<file path="config.mk">
export PLATFORM = sky130hd
export DESIGN_NAME = fcte_seq
export DESIGN_NICKNAME = d
export VERILOG_FILES = /design/src/sv/fcte_pkg.sv /design/src/sv/fcte_seq.sv
export SDC_FILE = /design/constraint.sdc
export NUM_CORES = 1
export LEC_CHECK = 0
export CAP_MARGIN = 15
export CORE_MARGIN = 3
export CORE_UTILIZATION = 50
export CTS_CLUSTER_SIZE = 20
export DETAILED_ROUTE_END_ITERATION = 10
export DONT_BUFFER_PORTS = 1
export SLEW_MARGIN = 20
export SYNTH_ARGS = -nofsm -noshare
export SYNTH_HDL_FRONTEND = slang
export SYNTH_SLANG_ARGS = --single-unit
</file>
<file path="constraint.sdc">
create_clock -name clk_i -period 4.8 [get_ports clk_i]
set_input_delay 0.72 -clock clk_i [delete_from_list [all_inputs] [get_ports clk_i]]
set_output_delay 0.72 -clock clk_i [all_outputs]
set_load 0.03 [all_outputs]
</file>
<file path="src/sv/fcte_pkg.sv">
// fcte_pkg: shared types and constants for the chain table engine
// entry kinds, status codes, opcodes, datapath command and flag structs
// no dependencies
`timescale 1ns / 1ps

package fcte_pkg;

  // fixed field widths
  localparam int unsigned BLK_W   = 11;
  localparam int unsigned STEPS_W = 10;
  localparam int unsigned OP_W    = 3;
  localparam int unsigned KIND_W  = 2;
  localparam int unsigned STAT_W  = 2;
  localparam int unsigned CFG_W   = 11;

  // default table depth and register reset
  localparam int unsigned ENTRIES_DEF = 1024;
  localparam logic [CFG_W-1:0] CFG_RESET = 11'd1024;

  // microprogram counter width
  localparam int unsigned UPC_W = 5;

  // opcodes
  localparam logic [OP_W-1:0] OP_NEW   = 3'd0;
  localparam logic [OP_W-1:0] OP_SEEK  = 3'd1;
  localparam logic [OP_W-1:0] OP_READ  = 3'd2;
  localparam logic [OP_W-1:0] OP_FREE  = 3'd3;
  localparam logic [OP_W-1:0] OP_COUNT = 3'd4;
  localparam logic [OP_W-1:0] OP_WRITE = 3'd5;

  typedef enum logic [KIND_W-1:0] {
    KIND_LINK = 2'd0,
    KIND_END  = 2'd1,
    KIND_FREE = 2'd2
  } kind_e;

  typedef enum logic [STAT_W-1:0] {
    ST_OK     = 2'd0,
    ST_NOFREE = 2'd1,
    ST_RANGE  = 2'd2,
    ST_BROKEN = 2'd3
  } status_e;

  // table write selections
  typedef enum logic [2:0] {
    W_NONE      = 3'd0,
    W_CUR_LINK  = 3'd1,
    W_SCAN_END  = 3'd2,
    W_CUR_FREE  = 3'd3,
    W_CUR_INPUT = 3'd4
  } wsel_e;

  // count accumulator actions
  typedef enum logic [1:0] {
    A_NONE     = 2'd0,
    A_INC      = 2'd1,
    A_INC_FREE = 2'd2
  } acc_e;

  // result field updates
  typedef enum logic [1:0] {
    R_NONE  = 2'd0,
    R_ALLOC = 2'd1,
    R_READ  = 2'd2,
    R_WRITE = 2'd3
  } res_e;

  // jump conditions
  typedef enum logic [3:0] {
    C_NEVER       = 4'd0,
    C_ALWAYS      = 4'd1,
    C_BLK_BAD     = 4'd2,
    C_WR_BAD      = 4'd3,
    C_SCAN_END    = 4'd4,
    C_RD_FREE     = 4'd5,
    C_RD_NOT_FREE = 4'd6,
    C_RD_NOT_END  = 4'd7,
    C_END_OR_STOP = 4'd8,
    C_I_FULL      = 4'd9,
    C_OP_EXT      = 4'd10
  } cond_e;

  // commands from sequencer to datapath
  typedef struct packed {
    logic    asel;      // read address: 0 cursor, 1 scan index
    wsel_e   wsel;
    logic    cur_link;  // cursor follows the link just read
    logic    scan_inc;
    logic    i_inc;
    acc_e    acc;
    res_e    res;
    logic    stat_we;
    status_e stat;
  } cmd_t;

  // status flags from datapath to sequencer
  typedef struct packed {
    logic blk_bad;
    logic wr_bad;
    logic scan_end;
    logic rd_free;
    logic rd_end;
    logic walk_stop;
    logic i_full;
    logic op_ext;
  } flags_t;

endpackage

</file>
<file path="src/sv/fcte_seq.sv">
// fcte_seq: microcoded sequencer for the chain table engine
// step counter, control store, jump conditions and request dispatch
// depends on fcte_pkg
`timescale 1ns / 1ps

module fcte_seq (
  input  logic                      clk_i,
  input  logic                      rst_ni,
  input  logic                      start_i,
  input  logic [fcte_pkg::OP_W-1:0] opcode_i,
  input  fcte_pkg::flags_t          flags_i,
  input  logic                      out_free_i,
  output fcte_pkg::cmd_t            cmd_o,
  output logic                      busy_o,
  output logic                      finish_o
);

  // step addresses
  localparam logic [fcte_pkg::UPC_W-1:0] S_FIN    = 5'd0;
  localparam logic [fcte_pkg::UPC_W-1:0] S_NOFREE = 5'd1;
  localparam logic [fcte_pkg::UPC_W-1:0] S_RANGE  = 5'd2;
  localparam logic [fcte_pkg::UPC_W-1:0] S_BROKEN = 5'd3;
  localparam logic [fcte_pkg::UPC_W-1:0] S_FD0    = 5'd4;
  localparam logic [fcte_pkg::UPC_W-1:0] S_FD1    = 5'd5;
  localparam logic [fcte_pkg::UPC_W-1:0] S_FD2    = 5'd6;
  localparam logic [fcte_pkg::UPC_W-1:0] S_AL     = 5'd7;
  localparam logic [fcte_pkg::UPC_W-1:0] S_XL     = 5'd8;
  localparam logic [fcte_pkg::UPC_W-1:0] S_WK0    = 5'd9;
  localparam logic [fcte_pkg::UPC_W-1:0] S_WK1    = 5'd10;
  localparam logic [fcte_pkg::UPC_W-1:0] S_WK2    = 5'd11;
  localparam logic [fcte_pkg::UPC_W-1:0] S_WK3    = 5'd12;
  localparam logic [fcte_pkg::UPC_W-1:0] S_WK4    = 5'd13;
  localparam logic [fcte_pkg::UPC_W-1:0] S_RD0    = 5'd14;
  localparam logic [fcte_pkg::UPC_W-1:0] S_RD1    = 5'd15;
  localparam logic [fcte_pkg::UPC_W-1:0] S_RD2    = 5'd16;
  localparam logic [fcte_pkg::UPC_W-1:0] S_FR0    = 5'd17;
  localparam logic [fcte_pkg::UPC_W-1:0] S_FR1    = 5'd18;
  localparam logic [fcte_pkg::UPC_W-1:0] S_FR2    = 5'd19;
  localparam logic [fcte_pkg::UPC_W-1:0] S_FR3    = 5'd20;
  localparam logic [fcte_pkg::UPC_W-1:0] S_FR4    = 5'd21;
  localparam logic [fcte_pkg::UPC_W-1:0] S_CT0    = 5'd22;
  localparam logic [fcte_pkg::UPC_W-1:0] S_CT1    = 5'd23;
  localparam logic [fcte_pkg::UPC_W-1:0] S_WR0    = 5'd24;
  localparam logic [fcte_pkg::UPC_W-1:0] S_WR1    = 5'd25;

  typedef struct packed {
    fcte_pkg::cond_e              cond;
    logic [fcte_pkg::UPC_W-1:0]   target;
    logic                         scan_taken;  // bump scan index when jump taken
    fcte_pkg::cmd_t               cmd;
  } uword_t;

  logic [fcte_pkg::UPC_W-1:0] upc_q;
  logic                       busy_q;
  uword_t                     uw;
  logic                       taken;
  logic [fcte_pkg::UPC_W-1:0] entry;

  // first step of each opcode
  always_comb begin
    case (opcode_i)
      fcte_pkg::OP_NEW:   entry = S_FD0;
      fcte_pkg::OP_SEEK:  entry = S_WK0;
      fcte_pkg::OP_READ:  entry = S_RD0;
      fcte_pkg::OP_FREE:  entry = S_FR0;
      fcte_pkg::OP_COUNT: entry = S_CT0;
      fcte_pkg::OP_WRITE: entry = S_WR0;
      default:            entry = S_FIN;
    endcase
  end

  // control store
  always_comb begin
    uw        = '0;
    uw.cond   = fcte_pkg::C_ALWAYS;
    uw.target = S_FIN;
    case (upc_q)
      S_FIN: begin
      end
      S_NOFREE: begin
        uw.cmd.stat_we = 1'b1;
        uw.cmd.stat    = fcte_pkg::ST_NOFREE;
      end
      S_RANGE: begin
        uw.cmd.stat_we = 1'b1;
        uw.cmd.stat    = fcte_pkg::ST_RANGE;
      end
      S_BROKEN: begin
        uw.cmd.stat_we = 1'b1;
        uw.cmd.stat    = fcte_pkg::ST_BROKEN;
      end
      // lowest free entry search
      S_FD0: begin
        uw.cond     = fcte_pkg::C_SCAN_END;
        uw.target   = S_NOFREE;
        uw.cmd.asel = 1'b1;
      end
      S_FD1: begin
        uw.cond       = fcte_pkg::C_RD_NOT_FREE;
        uw.target     = S_FD0;
        uw.scan_taken = 1'b1;
      end
      S_FD2: begin
        uw.cond   = fcte_pkg::C_OP_EXT;
        uw.target = S_XL;
      end
      S_AL: begin
        uw.cmd.wsel = fcte_pkg::W_SCAN_END;
        uw.cmd.res  = fcte_pkg::R_ALLOC;
      end
      S_XL: begin
        uw.cmd.wsel = fcte_pkg::W_CUR_LINK;
        uw.target   = S_AL;
      end
      // chain walk before extending
      S_WK0: begin
        uw.cond   = fcte_pkg::C_BLK_BAD;
        uw.target = S_RANGE;
      end
      S_WK1: begin
        uw.cond = fcte_pkg::C_NEVER;
      end
      S_WK2: begin
        uw.cond   = fcte_pkg::C_RD_FREE;
        uw.target = S_BROKEN;
      end
      S_WK3: begin
        uw.cond   = fcte_pkg::C_END_OR_STOP;
        uw.target = S_FD0;
      end
      S_WK4: begin
        uw.cmd.cur_link = 1'b1;
        uw.cmd.i_inc    = 1'b1;
        uw.target       = S_WK1;
      end
      // single entry read
      S_RD0: begin
        uw.cond   = fcte_pkg::C_BLK_BAD;
        uw.target = S_RANGE;
      end
      S_RD1: begin
        uw.cond = fcte_pkg::C_NEVER;
      end
      S_RD2: begin
        uw.cmd.res = fcte_pkg::R_READ;
      end
      // chain release
      S_FR0: begin
        uw.cond   = fcte_pkg::C_BLK_BAD;
        uw.target = S_RANGE;
      end
      S_FR1: begin
        uw.cond = fcte_pkg::C_I_FULL;
      end
      S_FR2: begin
        uw.cond   = fcte_pkg::C_RD_FREE;
        uw.target = S_BROKEN;
      end
      S_FR3: begin
        uw.cond         = fcte_pkg::C_RD_NOT_END;
        uw.target       = S_FR1;
        uw.cmd.wsel     = fcte_pkg::W_CUR_FREE;
        uw.cmd.cur_link = 1'b1;
        uw.cmd.acc      = fcte_pkg::A_INC;
        uw.cmd.i_inc    = 1'b1;
      end
      S_FR4: begin
      end
      // free entry count
      S_CT0: begin
        uw.cond     = fcte_pkg::C_SCAN_END;
        uw.cmd.asel = 1'b1;
      end
      S_CT1: begin
        uw.cmd.acc      = fcte_pkg::A_INC_FREE;
        uw.cmd.scan_inc = 1'b1;
        uw.target       = S_CT0;
      end
      // raw entry write
      S_WR0: begin
        uw.cond   = fcte_pkg::C_WR_BAD;
        uw.target = S_RANGE;
      end
      S_WR1: begin
        uw.cmd.wsel = fcte_pkg::W_CUR_INPUT;
        uw.cmd.res  = fcte_pkg::R_WRITE;
      end
      default: begin
      end
    endcase
  end

  // jump condition select
  always_comb begin
    case (uw.cond)
      fcte_pkg::C_NEVER:       taken = 1'b0;
      fcte_pkg::C_ALWAYS:      taken = 1'b1;
      fcte_pkg::C_BLK_BAD:     taken = flags_i.blk_bad;
      fcte_pkg::C_WR_BAD:      taken = flags_i.wr_bad;
      fcte_pkg::C_SCAN_END:    taken = flags_i.scan_end;
      fcte_pkg::C_RD_FREE:     taken = flags_i.rd_free;
      fcte_pkg::C_RD_NOT_FREE: taken = !flags_i.rd_free;
      fcte_pkg::C_RD_NOT_END:  taken = !flags_i.rd_end;
      fcte_pkg::C_END_OR_STOP: taken = flags_i.rd_end || flags_i.walk_stop;
      fcte_pkg::C_I_FULL:      taken = flags_i.i_full;
      fcte_pkg::C_OP_EXT:      taken = flags_i.op_ext;
      default:                 taken = 1'b0;
    endcase
  end

  // resolved datapath command
  always_comb begin
    cmd_o          = uw.cmd;
    cmd_o.scan_inc = uw.cmd.scan_inc || (uw.scan_taken && taken);
  end

  // step counter
  always_ff @(posedge clk_i or negedge rst_ni) begin
    if (!rst_ni) begin
      upc_q  <= S_FIN;
      busy_q <= 1'b0;
    end else if (start_i) begin
      upc_q  <= entry;
      busy_q <= 1'b1;
    end else if (busy_q) begin
      if (upc_q == S_FIN) begin
        if (out_free_i) begin
          busy_q <= 1'b0;
        end
      end else begin
        upc_q <= taken ? uw.target : upc_q + 1'b1;
      end
    end
  end

  assign busy_o   = busy_q;
  assign finish_o = busy_q && (upc_q == S_FIN) && out_free_i;

  // idle sequencer parks on the final step
  a_idle_at_fin: assert property (@(posedge clk_i) disable iff (!rst_ni)
    !busy_q |-> upc_q == S_FIN)
    else $error("sequencer idle away from final step");

  a_start_busy: assert property (@(posedge clk_i) disable iff (!rst_ni)
    start_i |=> busy_q)
    else $error("request taken without running the program");

  a_finish_release: assert property (@(posedge clk_i) disable iff (!rst_ni)
    busy_q && (upc_q == S_FIN) && out_free_i && !start_i |=> !busy_q)
    else $error("finished program still holds the sequencer");

endmodule

</file>
==> summary.md, run 1 <==
| Metric | Value |
|---|---|
| Die area | `around 3000 µm²` |
| Fillers | `249` |
| TritonCTS clock tree | `yes` |
| Status | `finished clean` |
| Starting Density | `0.533` |
| Clock-pin transition on the worst setup and hold timing paths | `0.04 ns` |
| Primary FF master, synth | `dfrtp_1` |
| CP endpoint kind | `primary output` |
| Nets@finish | `184` |
| CP Max Fanout | `17` |
| Wire length per cell | `17.9 µm` |
| Finish-stage setup viols | `0` |
| Post-route ant nets | `0` |
| Sequential share of the synthesized area | `0.125` |
| Post-synth net total | `190` |
| Critical path required time | `roughly 4.1 ns` |
| Worst min path class | `input pin to asynchronous set/reset pin` |
| Static leakage | `0.472 nW` |
| Crit path largest cell delay | `0.43 ns` |
| CTS resizes | `0` |
| FP Rows | `17` |
| Longest Clk Path Bufs | `2` |
| Post-DP HPWL | `2620 µm` |
| Capturing point of the worst reg2reg path | `upc_q[4]` |
| Starting DRT DRC Count | `45` |
| Vias post-DR | `1261` |
| Port Buffer Count | `0` |
| Cell Area, Synth | `1200 µm²` |
| Synth Warn # | `0` |
| Die width | `approximately 55 µm` |
| Cells along the critical path | `inv_1, ha_1, mux2_2, a221oi_2, nor4b_1, o221ai_1, nand4_1, nor2_1, o21ai_0, buf_4` |
| Clk Latency, worst-skew pair | `0.23 ns` |
| Global route total overflow | `0` |
| Final instance area | `1200 µm²` |
| Worst R2R Setup Slack | `around 1.8 ns` |
| Met1 usage in global routing | `0.320` |
| Vias per cell | `6.64` |
| Final worst path period need | `3.80 ns` |
| Post-CTS setup buffers | `0` |
| Layer with the highest usage | `met2` |
| RSZ-0062 raised after global routing | `no` |
| Most common cell after layout, fill and taps aside | `a21oi_1` |
| Layout cells sized above 1 | `0.0926` |
| Placer Congestion | `0.925` |
| Die Height | `about 55 µm` |
| Met2 track demand over resource | `0.382` |
| Max cap viols | `0` |
| PD cells | `747 nW/µm²` |
| Core Area | `2250 µm²` |
| Fmax achieved | `around 260 MHz` |
| Final hold vios | `0` |
| Total iterations of the first detailed-routing run | `4` |
| TritonCTS Sinks | `6` |
| Footprint of the multi-input gates | `940 µm²` |
| Final TNS setup | `0 ns` |
| Worst slew pin tran | `1.05 ns` |
| Largest net degree at the start of global routing | `24` |
| Critical path class | `flop to primary output` |
| Vias in the first global route | `around 1100` |
| H-tree depth | `1` |
| Hold-fix buffers, CTS | `0` |
| Post-synth cell types | `59` |
| Async set-or-reset flop fraction in the synthesized netlist | `1.00` |
| Root Buffer | `clkbuf_4` |
| Post-synth EDFFs | `0` |
| First-pass GRT wire length | `5250 µm` |
| Syn avg cell area | `7.07 µm²` |
| Initial antenna violation count | `0` |
| Worst Clk Skew | `0.00259 ns` |
| CTS buffer count | `3` |
| Slew HR | `0.299` |
| GR Util met3 | `0.0402` |
| Mapped Cells | `170` |
| Worst VDD drop | `0.404 mV` |
| Fin crit share | `0.792` |
| I/O pin count | `31` |
| Synth-to-Final Area Change | `0.208%` |
| Register Area | `around 150 µm²` |
| Final Slew Violations | `0` |
| Commonest cells after routing, fill and taps aside | `19 x a21oi_1, 11 x nor3_1, 11 x nand2_1, 10 x inv_1, 9 x nor2_1` |
| CP Launch Type | `flop` |
| PnR Total Power | `0.899 mW` |
| # diodes | `0` |
| Core Util, Final | `0.534` |
| Worst EP arrival | `3.08 ns` |
| Final WL | `between 3000 and 4000 µm` |
| Placed Area | `1180 µm²` |
| Slowest library cell on the worst path | `dfrtp_1` |
| FF-to-FF Start | `upc_q[0]` |
| Synth Register Bits | `6` |
| Residual DRC | `0` |
| Worst R2R Path Depth | `9` |
| Aggregate global-route resource usage | `0.235` |
sequential cells by signal, summed over array words and instances (netlist names):
register  cells
upc_q         5
busy_o        1
per-stage QoR:
| step | setup WS [ns] | cells | hold WS (ns) |
|---|---|---|---|
| after detailed placement | 1.30 | 187 | 0.425 |
| after CTS | 1.02 | 190 | 0.172 |
| final | 0.999 | 190 | 0.179 |
| after global routing | 0.733 | 190 | 0.162 |
| after global placement | 1.38 | 187 | 0.425 |
| after floorplan | 1.15 | 170 | 0.424 |
cell type report:
class / instances / area share
timing repair buffer: 2 / 0.0125
clock buffer: 3 / 0.0187
multi-input combinational: 140 / 0.781
inverter: 11 / 0.0343
sequential: 6 / 0.125
tap: 28 / 0.0291
routing by layer:
layer | share of wire | up-vias | wire length (µm)
li1 | - | 624 | -
met1 | 0.45 | 591 | 1540
met2 | 0.48 | 40 | 1630
met3 | 0.058 | 6 | 197
met4 | 0.012 | 0 | 42
met5 | 0 | - | 0
cells by family (layout without fill, tap and decap cells):
group           after synthesis  in the layout  share of synthesized area
simple gates                 68             68                      0.322
compound gates               61             61                      0.360
buf+inv                      24             16                     0.0927
flops                         6              6                      0.125
fa+ha+maj                     5              5                     0.0521
xor+xnor                      4              4                     0.0292
mux                           2              2                     0.0187
power breakdown:
| part | internal, mW | switching (mW) | total, mW |
|---|---|---|---|
| registers | 0.0707 | 0.0846 | 0.155 |
| logic | 0.258 | 0.443 | 0.701 |
| clock network | 0.0281 | 0.0148 | 0.0429 |
| total | 0.356 | 0.542 | 0.899 |
worst max-delay path by stage:
stage                     startpoint  endpoint  slack (ns)  cells after the start
after detailed placement    upc_q[0]  cmd_o[8]        1.30                     10
after global routing        upc_q[0]  cmd_o[8]        0.73                     10
after CTS                   upc_q[0]  cmd_o[8]        1.02                     10
final                       upc_q[0]  cmd_o[8]         1.0                     10
after floorplan             upc_q[0]  cmd_o[8]        1.15                      9
after global placement      upc_q[1]  cmd_o[8]        1.38                     10
cells in the mapped netlist, drive strengths merged (2+ instances only):
cell type	instances	area (µm²)
o22ai	2	12.5
buf	9	55.0
nand3b	2	15.0
a211oi	2	20.0
ha	5	62.6
nand2b	8	50.1
xor2	3	26.3
and4	2	20.0
and2b	2	15.0
nand3	6	30.0
o221ai	2	17.5
a2111o	2	22.5
clkbuf	4	15.0
mux2	2	22.5
nor3	12	65.1
or2	2	12.5
nor2	9	33.8
a22oi	3	22.5
o311ai	2	17.5
o31ai	2	15.0
nor2b	5	31.3
dfrtp	6	150
inv	11	41.3
a211o	2	17.5
o21a	4	30.0
and2	2	15.0
a21oi	19	95.1
nand2	11	41.3
o21ai	8	40.0
worst max-delay path: cells and delay by family (launching register included):
| family | cells | cell delay [ns] |
|---|---|---|
| adders and majority gates | 1 | 0.41 |
| buffers and inverters | 2 | 0.29 |
| AOI/OAI and AO/OA | 3 | 0.73 |
| muxes | 1 | 0.36 |
| DFF | 1 | 0.43 |
| and+or+nand+nor | 3 | 0.63 |
No activity file was read; power rests on OpenSTA's default activity.
==> run 2: changes to the inputs <==
==> constraint.sdc (replaced) <==
create_clock -name clk_i -period 3.66 [get_ports clk_i]
set_input_delay 0.549 -clock clk_i [delete_from_list [all_inputs] [get_ports clk_i]]
set_output_delay 0.549 -clock clk_i [all_outputs]
set_load 0.03 [all_outputs]
==> run 2 against run 1 <==
  * Cell area rose by 7.4%
  * Largest power group unchanged
  * Highest routed layer unchanged
  * Register-to-register slack got worse by 0.96 ns
  * Clock skew fell by 0.0023 ns
==> summary.md, run 2 (synthesis results as in run 1) <==
| Metric | Value |
|---|---|
| Status | `finished clean` |
| I/O pin count | `31 (unchanged)` |
| Aggregate global-route resource usage | `0.226 (-0.00867)` |
| Worst R2R Path Depth | `8 (-1)` |
| Root Buffer | `clkbuf_4` |
| Final instance area | `1290 µm² (+7.4%)` |
| Placed Area | `1210 µm² (+2.5%)` |
| Final Slew Violations | `0 (unchanged)` |
| Die width | `55.0 µm (unchanged)` |
| TritonCTS clock tree | `yes` |
| Clk Latency, worst-skew pair | `0.23 ns (about the same)` |
| Starting Density | `0.533 (unchanged)` |
| Clock power frac | `0.045 (-0.003)` |
| Static leakage | `0.504 nW (+6.7%)` |
| CP Max Fanout | `13 (-4)` |
| Top delay family on crit path | `compound AO/OA/AOI/OAI gates` |
| Post-DP HPWL | `2550 µm (-2.8%)` |
| Worst VDD drop | `0.553 mV (+37%)` |
| Starting DRT DRC Count | `24 (-47%)` |
| Cells along the critical path | `inv_1, ha_2, and2_4, o31a_1, or2_0, a2111o_1, nand4_1, nor2_1, o21ai_0, buf_4` |
| Die area | `3030 µm² (unchanged)` |
| Longest Clk Path Bufs | `2 (unchanged)` |
| Layout cells sized above 1 | `0.156 (+0.0631)` |
| Sw Pwr | `0.749 mW (+38%)` |
| TritonCTS Sinks | `6 (unchanged)` |
| Fmax achieved | `slightly below 300 MHz` |
| Seq pwr share | `0.153 (-0.020)` |
| # diodes | `0 (unchanged)` |
| Post-route ant nets | `0 (unchanged)` |
| CP endpoint kind | `primary output` |
| Worst slew pin tran | `0.664 ns (-0.384 ns)` |
| Finish-stage setup viols | `0 (unchanged)` |
| CP Launch Type | `flop` |
| Port Buffer Count | `0 (unchanged)` |
| Max cap viols | `0 (unchanged)` |
| Total iterations of the first detailed-routing run | `4 (unchanged)` |
| Worst EP arrival | `2.92 ns (-0.16 ns)` |
| Nets@finish | `189 (+2.7%)` |
| Hold slack | `0.427 ns (+0.248 ns)` |
| Placer Congestion | `0.863 (-6.7%)` |
| CTS buffer count | `3 (unchanged)` |
| Critical path required time | `3.11 ns (-0.97 ns)` |
| Vias post-DR | `1270 (+0.71%)` |
| Net Sw Frac | `0.592 (-0.0119)` |
| Hold Path Origin | `out_free_i` |
| Worst Clk Skew | `0.000263 ns (-0.00233 ns)` |
| H-tree depth | `1 (unchanged)` |
| Residual DRC | `0 (unchanged)` |
| Most common cell after layout, fill and taps aside | `a21oi_1` |
| Hold Crit Endpoint | `busy_o` |
| FP Rows | `17 (unchanged)` |
| Fin crit share | `0.948` |
| Final hold vios | `0 (unchanged)` |
| First-pass GRT wire length | `5000 µm (-4.9%)` |
| Slew HR | `0.564 (+0.265)` |
| Commonest cells after routing, fill and taps aside | `19 x a21oi_1, 11 x nor3_1, 11 x nand2_1, 10 x inv_1, 9 x nor2_1` |
| Core Area | `2250 µm² (unchanged)` |
| Core Util, Final | `0.573 (+0.0394)` |
| Critical path class | `flop to primary output` |
| Comb power frac | `0.802 (+0.023)` |
| Vias per cell | `6.51 (-1.9%)` |
| Crit path largest cell delay | `0.44 ns (about the same)` |
| Clock-pin transition on the worst setup and hold timing paths | `0.04 ns (about the same)` |
| Slowest library cell on the worst path | `dfrtp_1` |
| Largest Register | `upc_q` |
| Largest net degree at the start of global routing | `21 (-13%)` |
| Max reg flops | `5 (unchanged)` |
| Final worst path period need | `approximately 3.5 ns` |
| Initial antenna violation count | `0 (unchanged)` |
| Worst min path class | `input pin to flop` |
| Synth-to-Final Area Change | `7.60%` |
| Die Height | `55.0 µm (unchanged)` |
| Hold Crit Depth | `1` |
| Capturing point of the worst reg2reg path | `upc_q[4]` |
| Internal power | `0.517 mW (+45%)` |
| PD cells | `980 nW/µm² (+31%)` |
| FF-to-FF Start | `upc_q[0]` |
| Global route total overflow | `0 (unchanged)` |
| Worst R2R Setup Slack | `0.81 ns (-0.96 ns)` |
| Buf/Inv on CP | `2 (unchanged)` |
| Vias in the first global route | `1074 (-2.0%)` |
| Final WL | `3420 µm (+0.47%)` |
| Wire length per cell | `17.5 µm (-2.1%)` |
-- run 2: power by group through the flow --
stage	clock network, mW	registers (mW)	logic, mW
finish	0.0570	0.194	1.02
global route	0.0652	0.202	1.10
CTS	0.0599	0.184	0.949
detailed placement	0	0.185	0.943
global placement	0	0.184	0.940
floorplan	0	0.126	0.822
-- run 2: repair_timing --
action                                 4_1_cts  5_1_grt
resized for setup                            0       10
hold buffers                                 1        0
buffers inserted                             0        0
endpoints found under the hold margin        6        0
setup endpoints to repair                    0        1
-- run 2: final cells by class --
| cell class | instances | area [µm²] |
|---|---|---|
| Sequential cell | 6 | 153 |
| Clock buffer | 3 | 22.5 |
| Multi-Input combinational cell | 140 | 986 |
| Inverter | 11 | 41.3 |
| Timing Repair Buffer | 7 | 55.1 |
| Tap cell | 28 | 35.0 |
| Fill cell | 227 | 962 |
-- run 2: metal layers --
| layer | global-route usage | vias to the layer above | wire, µm |
|---|---|---|---|
| li1 | - | 631 | - |
| met1 | 0.317 | 587 | 1510 |
| met2 | 0.348 | 46 | 1620 |
| met3 | 0.0322 | 6 | 214 |
| met4 | 0.0850 | 0 | 70 |
| met5 | 0 | - | 0 |
-- run 2: metrics by stage --
step           setup TNS (ns)  total power [mW]  cells  setup slack [ns]
6_report                    0              1.27    195             0.190
5_1_grt               -0.0112              1.37    195           -0.0112
4_1_cts                     0              1.19    195             0.132
3_5_place_dp                0              1.13    191             0.398
3_3_place_gp                0              1.12    191             0.470
2_1_floorplan               0             0.948    170             0.176
-- run 2: how the worst max path moves through the flow --
stage	startpoint	to	slack [ns]	depth (start not counted)
final	upc_q[0]	cmd_o[8]	0.19	10
after global routing	upc_q[0]	cmd_o[8]	-0.01	10
after CTS	upc_q[0]	cmd_o[8]	0.13	10
after detailed placement	upc_q[0]	cmd_o[8]	0.40	10
after global placement	upc_q[0]	cmd_o[8]	0.47	10
after floorplan	upc_q[0]	cmd_o[8]	0.18	9
==> run 3: changes to the inputs <==
==> constraint.sdc (replaced) <==
create_clock -name clk_i -period 3.66 [get_ports clk_i]
set_input_delay 0.732 -clock clk_i [delete_from_list [all_inputs] [get_ports clk_i]]
set_output_delay 0.732 -clock clk_i [all_outputs]
set_load 0.03 [all_outputs]
==> run 3 against run 2 <==
  * Total power increased by 4.8%
  * Cell area up 4.0%
  * Utilization grew 2.3 points
  * Critical endpoint unchanged
  * Worst hold slack got worse by 0.24 ns
  * Critical path type unchanged
  * Via count is 3.0% higher
  * Die area unchanged
  * Sequential power hardly changed
  * Non-clock buffer count increased by 5
  * Register-to-register slack gained 0.02 ns
  * Sequential share of layout area is 0.36 points lower
  * Count of clock-buffer cells in the layout is the same
  * Critical path depth down 1
==> summary.md, run 3 (synthesis results as in run 1) <==
| Metric | Value |
|---|---|
| Vias in the first global route | `1136 (+5.8%)` |
| Post-DP HPWL | `2670 µm (+4.8%)` |
| Starting DRT DRC Count | `57 (+140%)` |
| FF-to-FF Start | `upc_q[2]` |
| Worst Clk Skew | `0.000257 ns (-0.00000516 ns)` |
| CP Launch Type | `flop` |
| Most common cell after layout, fill and taps aside | `a21oi_1` |
| Fillers | `227 (unchanged)` |
| Die width | `55.0 µm (unchanged)` |
| Final worst path period need | `3.47 ns (+0.00441 ns)` |
| Worst EP arrival | `2.74 ns (-0.18 ns)` |
| Initial antenna violation count | `0 (unchanged)` |
| Critical path class | `flop to primary output` |
| Fmax achieved | `288 MHz (-0.13%)` |
| Layout cells sized above 1 | `0.203 (+0.0478)` |
| FP Rows | `17 (unchanged)` |
| Die area | `3030 µm² (unchanged)` |
| CP endpoint kind | `primary output` |
| Max reg flops | `5 (unchanged)` |
| TritonCTS clock tree | `yes` |
| Worst R2R Path Depth | `8 (unchanged)` |
| Hold-fix buffers, CTS | `0 (-1)` |
| Core Area | `2250 µm² (unchanged)` |
| Critical path required time | `2.93 ns (-0.18 ns)` |
| PD cells | `988 nW/µm² (+0.82%)` |
| Clock-pin transition on the worst setup and hold timing paths | `0.04 ns (about the same)` |
| Final hold vios | `0 (unchanged)` |
| Worst VDD drop | `0.511 mV (-7.5%)` |
| TritonCTS Sinks | `6 (unchanged)` |
| Slew HR | `0.556 (-0.00820)` |
| Post-route ant nets | `0 (unchanged)` |
| Final TNS setup | `0 ns (unchanged)` |
| Port Buffer Count | `0 (unchanged)` |
| Clk Latency, worst-skew pair | `0.24 ns (about the same)` |
| Starting Density | `0.533 (unchanged)` |
| Finish-stage setup viols | `0 (unchanged)` |
| Capturing point of the worst reg2reg path | `upc_q[4]` |
| Root Buffer | `clkbuf_4` |
| Largest net degree at the start of global routing | `21 (unchanged)` |
| Max cap viols | `0 (unchanged)` |
| Die Height | `55.0 µm (unchanged)` |
| Vias per cell | `6.54 (+0.42%)` |
| Nets@finish | `194 (+2.6%)` |
| Longest Clk Path Bufs | `2 (unchanged)` |
| Placer Congestion | `0.907 (+5.2%)` |
| Worst min path class | `input pin to asynchronous set/reset pin` |
| Fin crit share | `0.949 (+0.00121)` |
| Aggregate global-route resource usage | `0.247 (+0.0207)` |
| Worst R2R Setup Slack | `0.83 ns (+0.02 ns)` |
| Final WL | `3550 µm (+3.8%)` |
| Final Slew Violations | `0 (unchanged)` |
| Non-Filler Instances | `200 (+2.6%)` |
| Dpl cells | `193 (+1.0%)` |
| Worst slew pin tran | `0.668 ns (+0.00466 ns)` |
| Total iterations of the first detailed-routing run | `4 (unchanged)` |
| Synth-to-Final Area Change | `11.9%` |
| CP Max Fanout | `20 (+7)` |
| I/O pin count | `31 (unchanged)` |
| Global route total overflow | `0 (unchanged)` |
| RSZ-0062 raised after global routing | `no` |
| Static leakage | `0.531 nW (+5.3%)` |
| Residual DRC | `0 (unchanged)` |
| First-pass GRT wire length | `5420 µm (+8.4%)` |
| Vias post-DR | `1308 (+3.0%)` |
| H-tree depth | `1 (unchanged)` |
| Status | `finished clean` |
| Wire length per cell | `17.7 µm (+1.2%)` |
| Commonest cells after routing, fill and taps aside | `19 x a21oi_1, 12 x buf_4, 11 x nand2_1, 10 x nor3_1` |
| # diodes | `0 (unchanged)` |
| Largest Register | `upc_q` |
| CTS buffer count | `3 (unchanged)` |
## run 3: through the flow
step                       util  setup slack, ns  power [mW]  cell area, µm²  hold WS (ns)
after global placement    0.546            0.249        1.15            1230         0.437
final                     0.596            0.186        1.33            1340         0.186
after detailed placement  0.546            0.190        1.15            1230         0.437
after global routing      0.596           0.0156        1.43            1340         0.156
after CTS                 0.560          0.00701        1.22            1260         0.177
after floorplan               -            0.168       0.951            1210         0.436
## run 3: critical path: stages (launching register included)
cell      delay [ns]
dfrtp_1         0.60
inv_2           0.29
nor3_1          0.08
ha_1            0.19
a2111o_1        0.31
o221ai_1        0.27
nand4_1         0.18
nor2_1          0.28
o21ai_1         0.12
buf_4           0.17
## run 3: metal layers
metal | track usage | wire, µm
met1 | 0.365 | 1550
met4 | 0.00810 | 8
met3 | 0.0670 | 373
met2 | 0.374 | 1620
met5 | 0 | 0
## run 3: power breakdown
| part | total (mW) | internal (mW) | switching [mW] |
|---|---|---|---|
| Clock | 0.0597 | 0.0370 | 0.0226 |
| Sequential | 0.193 | 0.0962 | 0.0969 |
| Combinational | 1.07 | 0.420 | 0.655 |
## run 3: timing repair
action	in CTS	in global routing
buffers inserted	0	4
gates cloned	0	0
pin swaps	0	1
endpoints found under the setup margin	1	1
gates resized for setup	2	12
## run 3: cell type report
| type | count | area (µm²) | share of cell area |
|---|---|---|---|
| Timing Repair Buffer | 12 | 90.1 | 0.0670 |
| Multi-Input combinational cell | 140 | 1000 | 0.745 |
| Tap cell | 28 | 35.0 | 0.0261 |
| Sequential cell | 6 | 154 | 0.115 |
| Inverter | 11 | 41.3 | 0.0307 |
| Clock buffer | 3 | 22.5 | 0.0168 |
## run 3: worst max path at each step
stage / start / end / slack [ns] / cells past startpoint
after CTS: upc_q[0] / cmd_o[8] / 0.007 / 10
after global placement: upc_q[0] / cmd_o[8] / 0.25 / 10
after global routing: upc_q[0] / cmd_o[8] / 0.02 / 10
after floorplan: upc_q[1] / cmd_o[8] / 0.17 / 10
after detailed placement: upc_q[0] / cmd_o[8] / 0.19 / 10
final: upc_q[2] / cmd_o[8] / 0.19 / 9
